File: src/design/ctss_pkg.sv
// ---------------------------------------------------------------------------
// Clock time serializer package
// Shared constants, frame types and the segment lookup for the serializer.
// ---------------------------------------------------------------------------
package ctss_pkg;

    localparam int HOURS_W     = 5;
    localparam int MINUTES_W   = 6;
    localparam int SEG_W       = 8;
    localparam int FRAME_BITS  = 4 * SEG_W;
    localparam int BIT_CNT_W   = $clog2(FRAME_BITS);
    localparam int QUEUE_DEPTH = 2;
    localparam int DP_BIT      = 1;

    localparam logic [SEG_W-1:0] SEG_BLANK = 8'hFF;

    // Reciprocal of ten for values below 64: tens = (v * 205) >> 11.
    localparam int DIV10_MUL   = 205;
    localparam int DIV10_SHIFT = 11;

    typedef logic [FRAME_BITS-1:0] frame_t;
    typedef logic [SEG_W-1:0]      seg_t;
    typedef logic [3:0]            digit_t;

    function automatic seg_t seg_of(input digit_t digit);
        seg_t seg;
        case (digit)
            4'd0:    seg = 8'h42;
            4'd1:    seg = 8'hDE;
            4'd2:    seg = 8'h83;
            4'd3:    seg = 8'h8A;
            4'd4:    seg = 8'h1E;
            4'd5:    seg = 8'h2A;
            4'd6:    seg = 8'h22;
            4'd7:    seg = 8'hCE;
            4'd8:    seg = 8'h02;
            4'd9:    seg = 8'h0A;
            default: seg = SEG_BLANK;
        endcase
        return seg;
    endfunction

endpackage

File: src/design/ctss_front.sv
// ---------------------------------------------------------------------------
// Clock time serializer front end
// Splits hours and minutes into digits and builds the 32-bit segment frame.
// ---------------------------------------------------------------------------
module ctss_front (
    input  logic [ctss_pkg::HOURS_W-1:0]   hours,
    input  logic [ctss_pkg::MINUTES_W-1:0] minutes,
    input  logic                           is_pm,
    input  logic                           alarm_on,
    output ctss_pkg::frame_t               frame
);
    import ctss_pkg::*;

    localparam int PROD_W = MINUTES_W + 8;

    logic [PROD_W-1:0] min_prod;
    logic [PROD_W-1:0] hr_prod;
    digit_t            min_tens;
    digit_t            min_ones;
    digit_t            hr_tens;
    digit_t            hr_ones;
    seg_t              seg_min_ones;
    seg_t              seg_min_tens;
    seg_t              seg_hr_ones;
    seg_t              seg_hr_tens;

    always_comb begin
        min_prod = PROD_W'(minutes) * PROD_W'(DIV10_MUL);
        hr_prod  = PROD_W'(hours) * PROD_W'(DIV10_MUL);
        min_tens = 4'(min_prod >> DIV10_SHIFT);
        hr_tens  = 4'(hr_prod >> DIV10_SHIFT);
        min_ones = 4'(minutes - MINUTES_W'(min_tens) * MINUTES_W'(10));
        hr_ones  = 4'(hours - HOURS_W'(hr_tens) * HOURS_W'(10));

        seg_min_ones = seg_of(min_ones);
        seg_min_tens = seg_of(min_tens);
        seg_hr_ones  = seg_of(hr_ones);
        seg_hr_tens  = (hr_tens == 4'd0) ? SEG_BLANK : seg_of(hr_tens);

        if (is_pm) begin
            seg_min_ones[DP_BIT] = 1'b0;
        end
        if (alarm_on) begin
            seg_hr_ones[DP_BIT] = 1'b0;
        end

        frame = {seg_hr_tens, seg_hr_ones, seg_min_tens, seg_min_ones};
    end

endmodule

File: src/design/ctss_queue.sv
// ---------------------------------------------------------------------------
// Clock time serializer frame queue
// Small register queue that decouples frame building from shifting.
// ---------------------------------------------------------------------------
module ctss_queue #(
    parameter int DEPTH = ctss_pkg::QUEUE_DEPTH
) (
    input  logic             aclk,
    input  logic             aresetn,
    input  logic             wr_valid,
    output logic             wr_ready,
    input  ctss_pkg::frame_t wr_data,
    output logic             rd_valid,
    input  logic             rd_en,
    output ctss_pkg::frame_t rd_data
);
    import ctss_pkg::*;

    localparam int IDX_W = $clog2(DEPTH);
    localparam int CNT_W = $clog2(DEPTH + 1);

    frame_t             mem_reg [DEPTH];
    logic [IDX_W-1:0]   wr_ptr_reg;
    logic [IDX_W-1:0]   wr_ptr_next;
    logic [IDX_W-1:0]   rd_ptr_reg;
    logic [IDX_W-1:0]   rd_ptr_next;
    logic [CNT_W-1:0]   count_reg;
    logic [CNT_W-1:0]   count_next;
    logic               push;
    logic               pop;

    assign wr_ready = (count_reg != CNT_W'(DEPTH));
    assign rd_valid = (count_reg != '0);
    assign rd_data  = mem_reg[rd_ptr_reg];
    assign push     = wr_valid && wr_ready;
    assign pop      = rd_en && rd_valid;

    always_comb begin
        wr_ptr_next = wr_ptr_reg;
        rd_ptr_next = rd_ptr_reg;
        count_next  = count_reg;
        if (push) begin
            wr_ptr_next = (wr_ptr_reg == IDX_W'(DEPTH - 1)) ? '0 : wr_ptr_reg + 1'b1;
        end
        if (pop) begin
            rd_ptr_next = (rd_ptr_reg == IDX_W'(DEPTH - 1)) ? '0 : rd_ptr_reg + 1'b1;
        end
        if (push && !pop) begin
            count_next = count_reg + 1'b1;
        end else if (pop && !push) begin
            count_next = count_reg - 1'b1;
        end
    end

    always_ff @(posedge aclk) begin
        if (!aresetn) begin
            wr_ptr_reg <= '0;
            rd_ptr_reg <= '0;
            count_reg  <= '0;
        end else begin
            wr_ptr_reg <= wr_ptr_next;
            rd_ptr_reg <= rd_ptr_next;
            count_reg  <= count_next;
        end
    end

    always_ff @(posedge aclk) begin
        if (push) begin
            mem_reg[wr_ptr_reg] <= wr_data;
        end
    end

`ifndef NO_ASSERTIONS
    a_count_bound: assert property (@(posedge aclk) disable iff (!aresetn)
        count_reg <= CNT_W'(DEPTH))
        else $error("Queue count exceeds its depth.");
    a_push_counts: assert property (@(posedge aclk) disable iff (!aresetn)
        (push && !pop) |=> (count_reg == $past(count_reg) + 1'b1))
        else $error("Queue count did not follow a write.");
`endif

endmodule

File: src/design/ctss_back.sv
// ---------------------------------------------------------------------------
// Clock time serializer back end
// Shifts each queued frame out one bit per request, LSB first.
// ---------------------------------------------------------------------------
module ctss_back (
    input  logic             aclk,
    input  logic             aresetn,
    input  logic             rd_valid,
    output logic             rd_en,
    input  ctss_pkg::frame_t rd_data,
    output logic             m_valid,
    input  logic             m_ready,
    output logic             m_serial_bit,
    output logic             m_last
);
    import ctss_pkg::*;

    frame_t                 shift_reg;
    frame_t                 shift_next;
    logic [BIT_CNT_W-1:0]   cnt_reg;
    logic [BIT_CNT_W-1:0]   cnt_next;
    logic                   busy_reg;
    logic                   busy_next;
    logic                   load;
    logic                   at_last;

    assign at_last      = (cnt_reg == BIT_CNT_W'(FRAME_BITS - 1));
    assign m_valid      = busy_reg;
    assign m_serial_bit = shift_reg[0];
    assign m_last       = busy_reg && at_last;
    assign load         = rd_valid && (!busy_reg || (m_ready && at_last));
    assign rd_en        = load;

    always_comb begin
        shift_next = shift_reg;
        cnt_next   = cnt_reg;
        busy_next  = busy_reg;
        if (load) begin
            shift_next = rd_data;
            cnt_next   = '0;
            busy_next  = 1'b1;
        end else if (busy_reg && m_ready) begin
            if (at_last) begin
                busy_next = 1'b0;
            end else begin
                shift_next = shift_reg >> 1;
                cnt_next   = cnt_reg + 1'b1;
            end
        end
    end

    always_ff @(posedge aclk) begin
        if (!aresetn) begin
            cnt_reg  <= '0;
            busy_reg <= 1'b0;
        end else begin
            cnt_reg  <= cnt_next;
            busy_reg <= busy_next;
        end
    end

    always_ff @(posedge aclk) begin
        shift_reg <= shift_next;
    end

`ifndef NO_ASSERTIONS
    a_mid_frame_stays: assert property (@(posedge aclk) disable iff (!aresetn)
        (m_valid && m_ready && !m_last) |=> m_valid)
        else $error("Output dropped in the middle of a frame.");
    a_stall_holds_count: assert property (@(posedge aclk) disable iff (!aresetn)
        (m_valid && !m_ready) |=> $stable(cnt_reg))
        else $error("Bit counter moved while the output was stalled.");
    a_load_only_at_end: assert property (@(posedge aclk) disable iff (!aresetn)
        (rd_en && busy_reg) |-> (m_ready && at_last))
        else $error("New frame loaded before the current one finished.");
`endif

endmodule

File: src/design/clock_time_to_segment_serializer.sv
// ---------------------------------------------------------------------------
// Clock time to segment serializer
// Converts a time of day to four active-low segment bytes and shifts them out.
// ---------------------------------------------------------------------------
//  Channel  Direction  Ports                                     Carries
//  s_       in         s_valid s_ready s_hours s_minutes         one time request
//                      s_is_pm s_alarm_on
//  m_       out        m_valid m_ready m_serial_bit m_last       one bit per request
//
//  Each time request gives 32 output bits, shifted out by the output shift register
//  one per cycle while m_ready is high.
//  A request is encoded in the cycle it is accepted and written to a two-entry
//  frame queue; the shifter loads the next frame in the cycle the last bit goes,
//  so consecutive frames stream without a gap.
//  s_ready stays high while the queue has room, so input and output stall apart.
//  Reset empties the queue and idles the shifter.
// ---------------------------------------------------------------------------
module clock_time_to_segment_serializer #(
    parameter int QUEUE_DEPTH = ctss_pkg::QUEUE_DEPTH
) (
    input  logic                           aclk,
    input  logic                           aresetn,
    input  logic                           s_valid,
    output logic                           s_ready,
    input  logic [ctss_pkg::HOURS_W-1:0]   s_hours,
    input  logic [ctss_pkg::MINUTES_W-1:0] s_minutes,
    input  logic                           s_is_pm,
    input  logic                           s_alarm_on,
    output logic                           m_valid,
    input  logic                           m_ready,
    output logic                           m_serial_bit,
    output logic                           m_last
);
    import ctss_pkg::*;

    frame_t front_frame;
    frame_t queue_data;
    logic   queue_valid;
    logic   queue_rd_en;

    ctss_front u_front (
        .hours    (s_hours),
        .minutes  (s_minutes),
        .is_pm    (s_is_pm),
        .alarm_on (s_alarm_on),
        .frame    (front_frame)
    );

    ctss_queue #(
        .DEPTH (QUEUE_DEPTH)
    ) u_queue (
        .aclk     (aclk),
        .aresetn  (aresetn),
        .wr_valid (s_valid),
        .wr_ready (s_ready),
        .wr_data  (front_frame),
        .rd_valid (queue_valid),
        .rd_en    (queue_rd_en),
        .rd_data  (queue_data)
    );

    ctss_back u_back (
        .aclk         (aclk),
        .aresetn      (aresetn),
        .rd_valid     (queue_valid),
        .rd_en        (queue_rd_en),
        .rd_data      (queue_data),
        .m_valid      (m_valid),
        .m_ready      (m_ready),
        .m_serial_bit (m_serial_bit),
        .m_last       (m_last)
    );

endmodule
File: config.mk
export PLATFORM = sky130hd
export DESIGN_NAME = clock_time_to_segment_serializer
export DESIGN_NICKNAME = d
export VERILOG_FILES = /design/src/design/ctss_pkg.sv /design/src/design/ctss_front.sv /design/src/design/ctss_queue.sv /design/src/design/ctss_back.sv /design/src/design/clock_time_to_segment_serializer.sv
export SDC_FILE = /design/constraint.sdc
export NUM_CORES = 1
export LEC_CHECK = 0
export BUFFER_PORTS_ARGS = -buffer_cell sky130_fd_sc_hd__buf_2
export CORE_AREA = 2 2 90 135
export CTS_CLUSTER_SIZE = 40
export DETAILED_ROUTE_END_ITERATION = 8
export DIE_AREA = 0 0 92 137
export PLACE_DENSITY_LB_ADDON = 0.15
export SYNTH_ARGS = -nofsm -noshare
export SYNTH_HDL_FRONTEND = slang
export SYNTH_HIERARCHICAL = 1
export SYNTH_SLANG_ARGS = --single-unit
File: constraint.sdc
create_clock -name aclk -period 12.99 [get_ports aclk]
set_clock_uncertainty 0.1 [all_clocks]
set_input_delay 2.598 -clock aclk [delete_from_list [all_inputs] [get_ports aclk]]
set_output_delay 2.598 -clock aclk [all_outputs]
set_load 0.01 [all_outputs]
==> flow_metrics.py, run 1 <==
metrics = {
    "sta": {
        "final-setup-viol-count": 0,
        "finalCritPeriodShare_pct": 52.86,
        "finalCriticalPeriod_ns": 6.866,
        "drv_slew": 0,
        "max_clock_freq_mhz": 145.6,
        "tightest_slew_ns": 1.058,
        "max-slew-margin-rel_pct": 29.28,
        "finalSetupTns_ns": 0,
        "rsz0062_at_grt": "false",
        "hold_viol": 0,
    },
    "logic_synthesis": {
        "yosys_register_bits": 107,
        "yosys.area.top_type": "edfxtp_1",
        "synthArstFlopShare_pct": 0,
        "yosys-top-cells-area": "edfxtp_1 (47%), ha_1 (12%), mux2_4 (6.9%), mux2_2 (6.1%), dfxtp_1 (3.6%)",
        "synth_cell_types": 66,
        "synth_area_um2": 6131,
        "ys.flop_type": "edfxtp_1",
        "synthDominantCellAreaShare_pct": 47.02,
        "synthTopCellsByCount": "edfxtp_1 (96), ha_1 (57), inv_1 (39)",
        "ys_seq_area_share_pct": 50.61,
        "synth_edf_count": 96,
        "yosysWarnings": 6,
        "synth.avg_cell_area_um2": 14.49,
        "yosysMostFrequentCell": "edfxtp_1",
        "syn_inst": 423,
    },
    "route": {
        "routedWlPerCell_um": 15.71,
        "routed_wl_mm": 9.393,
        "drc_errors": 0,
        "met3_wirelength_um": 256,
        "ant_nets": 0,
        "topRoutingLayerUsed": "met4",
        "drt_iter0_drc": 91,
        "vias_per_cell": 5.423,
        "dr.pass1.iters": 4,
        "routed-via-count": 3243,
        "met2_length_mm": 5.012,
        "met1_length_mm": 3.933,
    },
    "clocking": {
        "cts_buffer_depth": 2,
        "cts.sinks": 107,
        "clockRootBuffer": "clkbuf_16",
        "insertion_delay_ns": 0.35,
        "cts_hold_buf": 0,
        "cts_tree": "done",
        "post_cts_buffers": 0,
        "post_cts_resized": 0,
        "htreeDepth": 3,
        "cts_buffers": 9,
        "path_clk_slew_ns": 0.07,
    },
    "job": {
        "drv_cap": 0,
    },
    "global_route": {
        "grt_max_degree": 34,
        "antenna_found_initial": 0,
        "grt_pass1_wl_mm": 16.00,
        "grt_pass1_vias": 3427,
        "grt_overflow_total": 0,
        "track_usage_pct": 16.41,
    },
    "placement": {
        "io_buffers": 20,
        "finalWeightedCongestion": 0.7517,
        "place_inst": 582,
        "hpwl_mm": 6.513,
    },
    "layout": {
        "largest_reg_flops": 64,
        "multiInputGateArea_um2": 2750,
        "synthToLayoutAreaGrowth_pct": 7.959,
        "regArea_um2": 3103,
        "fillers": 949,
        "stdcell_count": 598,
        "antenna_cells": 0,
        "num-nets-final": 526,
        "drive_gt1_share_pct": 26.12,
    },
    "setup_path": {
        "r2r_start": "u_back/cnt_reg[0]$_SDFFE_PP0P_",
        "slowest_stage": "xor3_2",
        "path_class": "primary input to flop",
        "critPathRequiredTime_ns": 12.98,
        "reg2reg_depth": 10,
        "cp.arrival_ns": 6.86,
        "slowest_delay_ns": 0.49,
        "cp-end-kind": "flop",
        "rrSetupSlack_ns": 10.09,
        "r2r_end": "u_queue/count_reg[1]$_SDFFE_PN0P_",
        "critPathLaunchType": "primary input",
        "crit_path_frequent_cell": "ha_1",
        "crit_fanout": 8,
        "path_cells": "buf_2 > inv_1 > ha_1 > inv_1 > fa_1 > fa_1 > ha_1 > a211oi_1 > nor2_1 > a211o_1 > xor2_2 > ha_1 > inv_1 > ha_1 > o21bai_4 > xor3_2 > nand2_2 > a221o_1",
    },
    "hold_path": {
        "hp-class": "flop to flop",
        "min_delay_path_depth": 2,
        "hold_end": "u_back/cnt_reg[4]$_SDFFE_PP0P_",
        "min-delay-start": "u_back/cnt_reg[4]$_SDFFE_PP0P_",
    },
    "floorplan": {
        "ios": 21,
        "dieArea_um2": 12600,
        "placementRows": 48,
        "core_um2": 11410,
        "die_w_um": 92,
        "fp.dieH_um": 137,
        "start_util_pct": 53.73,
    },
    "power_and_ir_drop": {
        "cellPowerDensity_nw_per_um2": 223.6,
        "finalPower_mw": 1.480,
        "p_leak_nw": 2.786,
        "ir_worst_vdd_uv": 101.0,
    },
    "status": {
        "status": "finished, final reports clean",
    },
}
-- per-layer routing --
layer,up-vias,global-route usage (%)
li1,1574,-
met1,1605,18.75
met2,50,30.11
met3,14,2.643
met4,0,7.297
met5,-,0
-- layout by cell type, fill, tap and decap left out, types with 3 or more instances in the layout --
| cell | n |
|---|---|
| edfxtp_1 | 96 |
| ha_1 | 57 |
| inv_1 | 39 |
| mux2_2 | 33 |
| mux2_4 | 28 |
| buf_2 | 20 |
| nor2_1 | 12 |
| dfxtp_1 | 11 |
| clkbuf_16 | 10 |
| xnor2_1 | 10 |
| a21oi_1 | 9 |
| fa_1 | 9 |
| o21ai_0 | 8 |
| xor2_1 | 7 |
| and2_1 | 6 |
| nand2_1 | 6 |
| clkbuf_1 | 4 |
| mux2i_1 | 4 |
| o21ai_1 | 4 |
| and3_1 | 3 |
| nand3b_1 | 3 |
| a21o_1 | 3 |
| a211oi_1 | 3 |
| or2_2 | 3 |
| nand2b_1 | 3 |
| conb_1 | 3 |
| buf_4 | 3 |
-- through the flow --
| stage | hold WS [ns] | util (%) | setup slack [ns] | cell area (µm²) |
|---|---|---|---|---|
| final | 0.4049 | 58.00 | 6.124 | 6619 |
| after global routing | 0.4385 | 58.00 | 5.911 | 6619 |
| after CTS | 0.4066 | 58.00 | 6.109 | 6619 |
| after detailed placement | 0.3973 | 55.30 | 5.752 | 6310 |
| after global placement | 0.3640 | 55.30 | 5.899 | 6310 |
| after floorplan | 0.3539 | - | 6.159 | 6138 |
-- where the power goes --
group / internal (mW) / total [mW] / switching, mW
clock: 0.167 / 0.279 / 0.112
combinational: 0.302 / 0.597 / 0.295
sequential: 0.567 / 0.604 / 0.0367
-- cell type report --
class                           instances  share of cell area (%)
Clock inverter                          1                  0.4537
Timing Repair Buffer                   23                   1.853
Clock buffer                           15                   4.216
Tap cell                              150                   2.836
Multi-Input combinational cell        263                   41.55
Sequential cell                       107                   46.88
Inverter                               39                   2.212
-- how the worst max path moves through the flow --
| stage | endpoint | cells after the start | slack [ns] | startpoint |
|---|---|---|---|---|
| after floorplan | u_queue/mem_reg[0][2]$_DFFE_PP_ | 17 | 6.16 | s_minutes[4] |
| after global placement | u_queue/mem_reg[0][2]$_DFFE_PP_ | 18 | 5.90 | s_minutes[4] |
| after detailed placement | u_queue/mem_reg[0][2]$_DFFE_PP_ | 18 | 5.75 | s_minutes[4] |
| after CTS | u_queue/mem_reg[1][2]$_DFFE_PP_ | 18 | 6.11 | s_minutes[4] |
| after global routing | u_queue/mem_reg[1][2]$_DFFE_PP_ | 18 | 5.91 | s_minutes[4] |
| final | u_queue/mem_reg[1][2]$_DFFE_PP_ | 18 | 6.12 | s_minutes[4] |
-- logic make-up (layout without fill, tap and decap cells) --
group,after synthesis,after routing,share of synthesized area (%)
DFF,107,107,50.61
xor gates and xnor gates,23,23,4.755
buffers and inverters,55,78,4.837
AOI/OAI and AO/OA,51,51,6.082
and+or+nand+nor,52,52,4.980
other,1,3,0.06117
muxes,67,67,13.94
adders and majority gates,67,67,14.73
-- worst max-delay path, delay by kind of cell --
family | cells | cell delay [ns]
adder cells (fa/ha/maj) | 6 | 1.88
AO/OA/AOI/OAI | 4 | 1.09
XOR/XNOR | 2 | 0.85
buffers and inverters | 4 | 0.27
AND/OR/NAND/NOR | 2 | 0.15
No activity file was read; power rests on OpenSTA's default activity.
==> run 2: changes to the inputs <==
--- a/config.mk
+++ b/config.mk
@@ -5,11 +5,12 @@
 export SDC_FILE = /design/constraint.sdc
 export NUM_CORES = 1
 export LEC_CHECK = 0
+export ABC_AREA = 1
 export BUFFER_PORTS_ARGS = -buffer_cell sky130_fd_sc_hd__buf_2
-export CORE_AREA = 2 2 90 135
+export CORE_AREA = 2 2 91 137
 export CTS_CLUSTER_SIZE = 40
 export DETAILED_ROUTE_END_ITERATION = 8
-export DIE_AREA = 0 0 92 137
+export DIE_AREA = 0 0 93 139
 export PLACE_DENSITY_LB_ADDON = 0.15
 export SYNTH_ARGS = -nofsm -noshare
 export SYNTH_HDL_FRONTEND = slang
==> constraint.sdc (replaced) <==
create_clock -name aclk -period 6.35 [get_ports aclk]
set_clock_uncertainty 0.1 [all_clocks]
set_input_delay 1.27 -clock aclk [delete_from_list [all_inputs] [get_ports aclk]]
set_output_delay 1.27 -clock aclk [all_outputs]
set_load 0.01 [all_outputs]
==> flow_metrics.py, run 2 <==
metrics = {
    "route": {
        "dr.pass1.iters": 4,
        "met1_length_mm": 4.284,
        "met3_wirelength_um": 196,
        "routed-via-count": 4024,
        "topRoutingLayerUsed": "met4",
        "drc_errors": 0,
        "ant_nets": 0,
        "met2_length_mm": 5.680,
        "routedWlPerCell_um": 12.93,
        "drt_iter0_drc": 163,
        "vias_per_cell": 5.062,
        "routed_wl_mm": 10.28,
    },
    "hold_path": {
        "hp-class": "flop to flop",
        "min_delay_path_depth": 2,
    },
    "logic_synthesis": {
        "yosys_register_bits": 107,
        "ys_seq_area_share_pct": 48.78,
        "synth_cell_types": 34,
        "syn_inst": 616,
        "synth_edf_count": 96,
        "synth_area_um2": 6361,
        "synthTopCellsByCount": "nand2_1 (200), edfxtp_1 (96), inv_1 (68)",
        "yosysMostFrequentCell": "nand2_1",
        "yosys-top-cells-area": "edfxtp_1 (45%), nand2_1 (12%), ha_1 (11%), mux2_4 (7.1%), inv_1 (4.0%)",
        "yosys.area.top_type": "edfxtp_1",
        "ys.flop_type": "edfxtp_1",
        "synthDominantCellAreaShare_pct": 45.32,
        "synthArstFlopShare_pct": 0,
        "yosysWarnings": 6,
        "synth.avg_cell_area_um2": 10.33,
    },
    "clocking": {
        "post_cts_resized": 0,
        "post_cts_buffers": 0,
        "cts_buffers": 9,
        "cts.sinks": 107,
        "cts_buffer_depth": 2,
        "insertion_delay_ns": 0.34,
        "cts_hold_buf": 0,
        "htreeDepth": 3,
        "cts_tree": "done",
        "clockRootBuffer": "clkbuf_16",
        "path_clk_slew_ns": 0.07,
    },
    "layout": {
        "drive_gt1_share_pct": 16.67,
        "final_core_util_pct": 57.90,
        "num-nets-final": 720,
        "antenna_cells": 0,
        "fillers": 1044,
        "largest_reg_flops": 64,
        "mostFrequentLayoutCells": "nand2_1 (200), edfxtp_1 (96), inv_1 (68)",
        "synthToLayoutAreaGrowth_pct": 7.140,
        "final_common_cell": "nand2_1",
        "fin_area_um2": 6815,
    },
    "sta": {
        "final-setup-viol-count": 0,
        "finalSetupTns_ns": 0,
        "finalCriticalPeriod_ns": 4.840,
        "hold_viol": 0,
        "max-slew-margin-rel_pct": 25.77,
        "tightest_slew_ns": 1.113,
        "finalCritPeriodShare_pct": 76.22,
        "max_clock_freq_mhz": 206.6,
        "rsz0062_at_grt": "false",
        "drv_slew": 0,
    },
    "power_and_ir_drop": {
        "intPower_mw": 1.807,
        "p_leak_nw": 3.162,
        "switching_share_pct": 34.98,
        "combPwrFrac_pct": 37.2,
        "pwr-share-seq_pct": 44.4,
        "power_switching_mw": 0.9720,
        "ir_worst_vdd_uv": 150.7,
        "cellPowerDensity_nw_per_um2": 407.7,
        "power.share.clock_pct": 18.3,
    },
    "floorplan": {
        "dieArea_um2": 12930,
        "ios": 21,
        "fp.dieH_um": 139,
        "placementRows": 49,
        "core_um2": 11770,
        "start_util_pct": 54.04,
        "die_w_um": 93,
    },
    "global_route": {
        "track_usage_pct": 16.94,
        "grt_pass1_vias": 3943,
        "grt_max_degree": 36,
        "antenna_found_initial": 0,
        "grt_pass1_wl_mm": 17.53,
        "grt_overflow_total": 0,
    },
    "placement": {
        "placedInstanceArea_um2": 6536,
        "hpwl_mm": 7.468,
        "io_buffers": 20,
        "finalWeightedCongestion": 0.7634,
    },
    "setup_path": {
        "cp-end-kind": "flop",
        "cp.arrival_ns": 4.82,
        "critPathRequiredTime_ns": 6.33,
        "critPathLaunchType": "primary input",
        "path_class": "primary input to flop",
        "reg2reg_depth": 16,
        "crit_fanout": 8,
    },
    "status": {
        "status": "finished, final reports clean",
    },
    "job": {
        "drv_cap": 0,
    },
}
[run 2: metrics by stage]
step	setup slack, ns	hold WS [ns]	instances	total power [mW]
finish	1.510	0.3696	795	2.779
CTS	1.511	0.3686	795	2.815
global route	1.206	0.4031	795	2.995
global placement	1.296	0.3469	779	2.255
floorplan	1.669	0.3390	618	2.116
detailed placement	1.144	0.3580	779	2.297
[run 2: final timing paths]
| kind | slack (ns) | startpoint | endpoint |
|---|---|---|---|
| worst max-delay path | 1.51 | s_hours[2] | u_queue/mem_reg[1][23]$_DFFE_PP_ |
| worst min-delay path | 0.37 | u_back/cnt_reg[3]$_SDFFE_PP0P_ | u_back/cnt_reg[3]$_SDFFE_PP0P_ |
| worst max register to register | 3.40 | u_back/cnt_reg[0]$_SDFFE_PP0P_ | u_queue/count_reg[1]$_SDFFE_PN0P_ |
| worst min register to register | 0.37 | u_back/cnt_reg[3]$_SDFFE_PP0P_ | u_back/cnt_reg[3]$_SDFFE_PP0P_ |
[run 2: area by class of cell]
type	count	area, µm²	share of cell area [%]
repair buffers	22	115.1	1.689
clock buffers	9	225.2	3.305
well taps	153	191.4	2.809
clock inverters	7	53.80	0.7894
multi-input cells	426	2856	41.91
inverters	71	269.0	3.947
flip-flops and latches	107	3104	45.55
[run 2: critical path, cell delays in order]
cell	delay, ns
buf_2	0.14
ha_1	0.33
ha_1	0.30
ha_1	0.31
ha_1	0.31
nand3_1	0.09
o211ai_1	0.20
o211ai_1	0.14
nand2_1	0.09
nand2_1	0.07
nand2_1	0.16
inv_1	0.11
ha_1	0.21
fa_1	0.62
inv_1	0.12
nand2_1	0.09
o21ai_0	0.09
nand3_1	0.09
nand2_1	0.07
[run 2: power groups by stage]
stage	Clock, mW	Combinational, mW	Sequential [mW]
finish	0.509	1.04	1.23
global route	0.559	1.18	1.26
CTS	0.526	1.05	1.24
detailed placement	0	1.05	1.25
global placement	0	1.01	1.24
floorplan	0	0.920	1.20
[run 2: kinds of logic (layout without fill, tap and decap cells)]
kind of cell             after synthesis  count (layout)  synth area share (%)
AND/OR/NAND/NOR                      294             294                 19.94
flip-flops                           107             107                 48.78
buffers and inverters                 85             109                 6.688
adder cells (fa/ha/maj)               66              66                 14.04
multiplexers                          32              32                 7.435
AO/OA/AOI/OAI                         25              25                 2.223
XOR/XNOR                               6               6                0.8263
other                                  1               3               0.05895
[run 2: layer usage]
layer	up-vias	track usage [%]
li1	2073	-
met1	1906	19.30
met2	33	31.62
met3	12	2.880
met4	0	5.418
met5	-	0
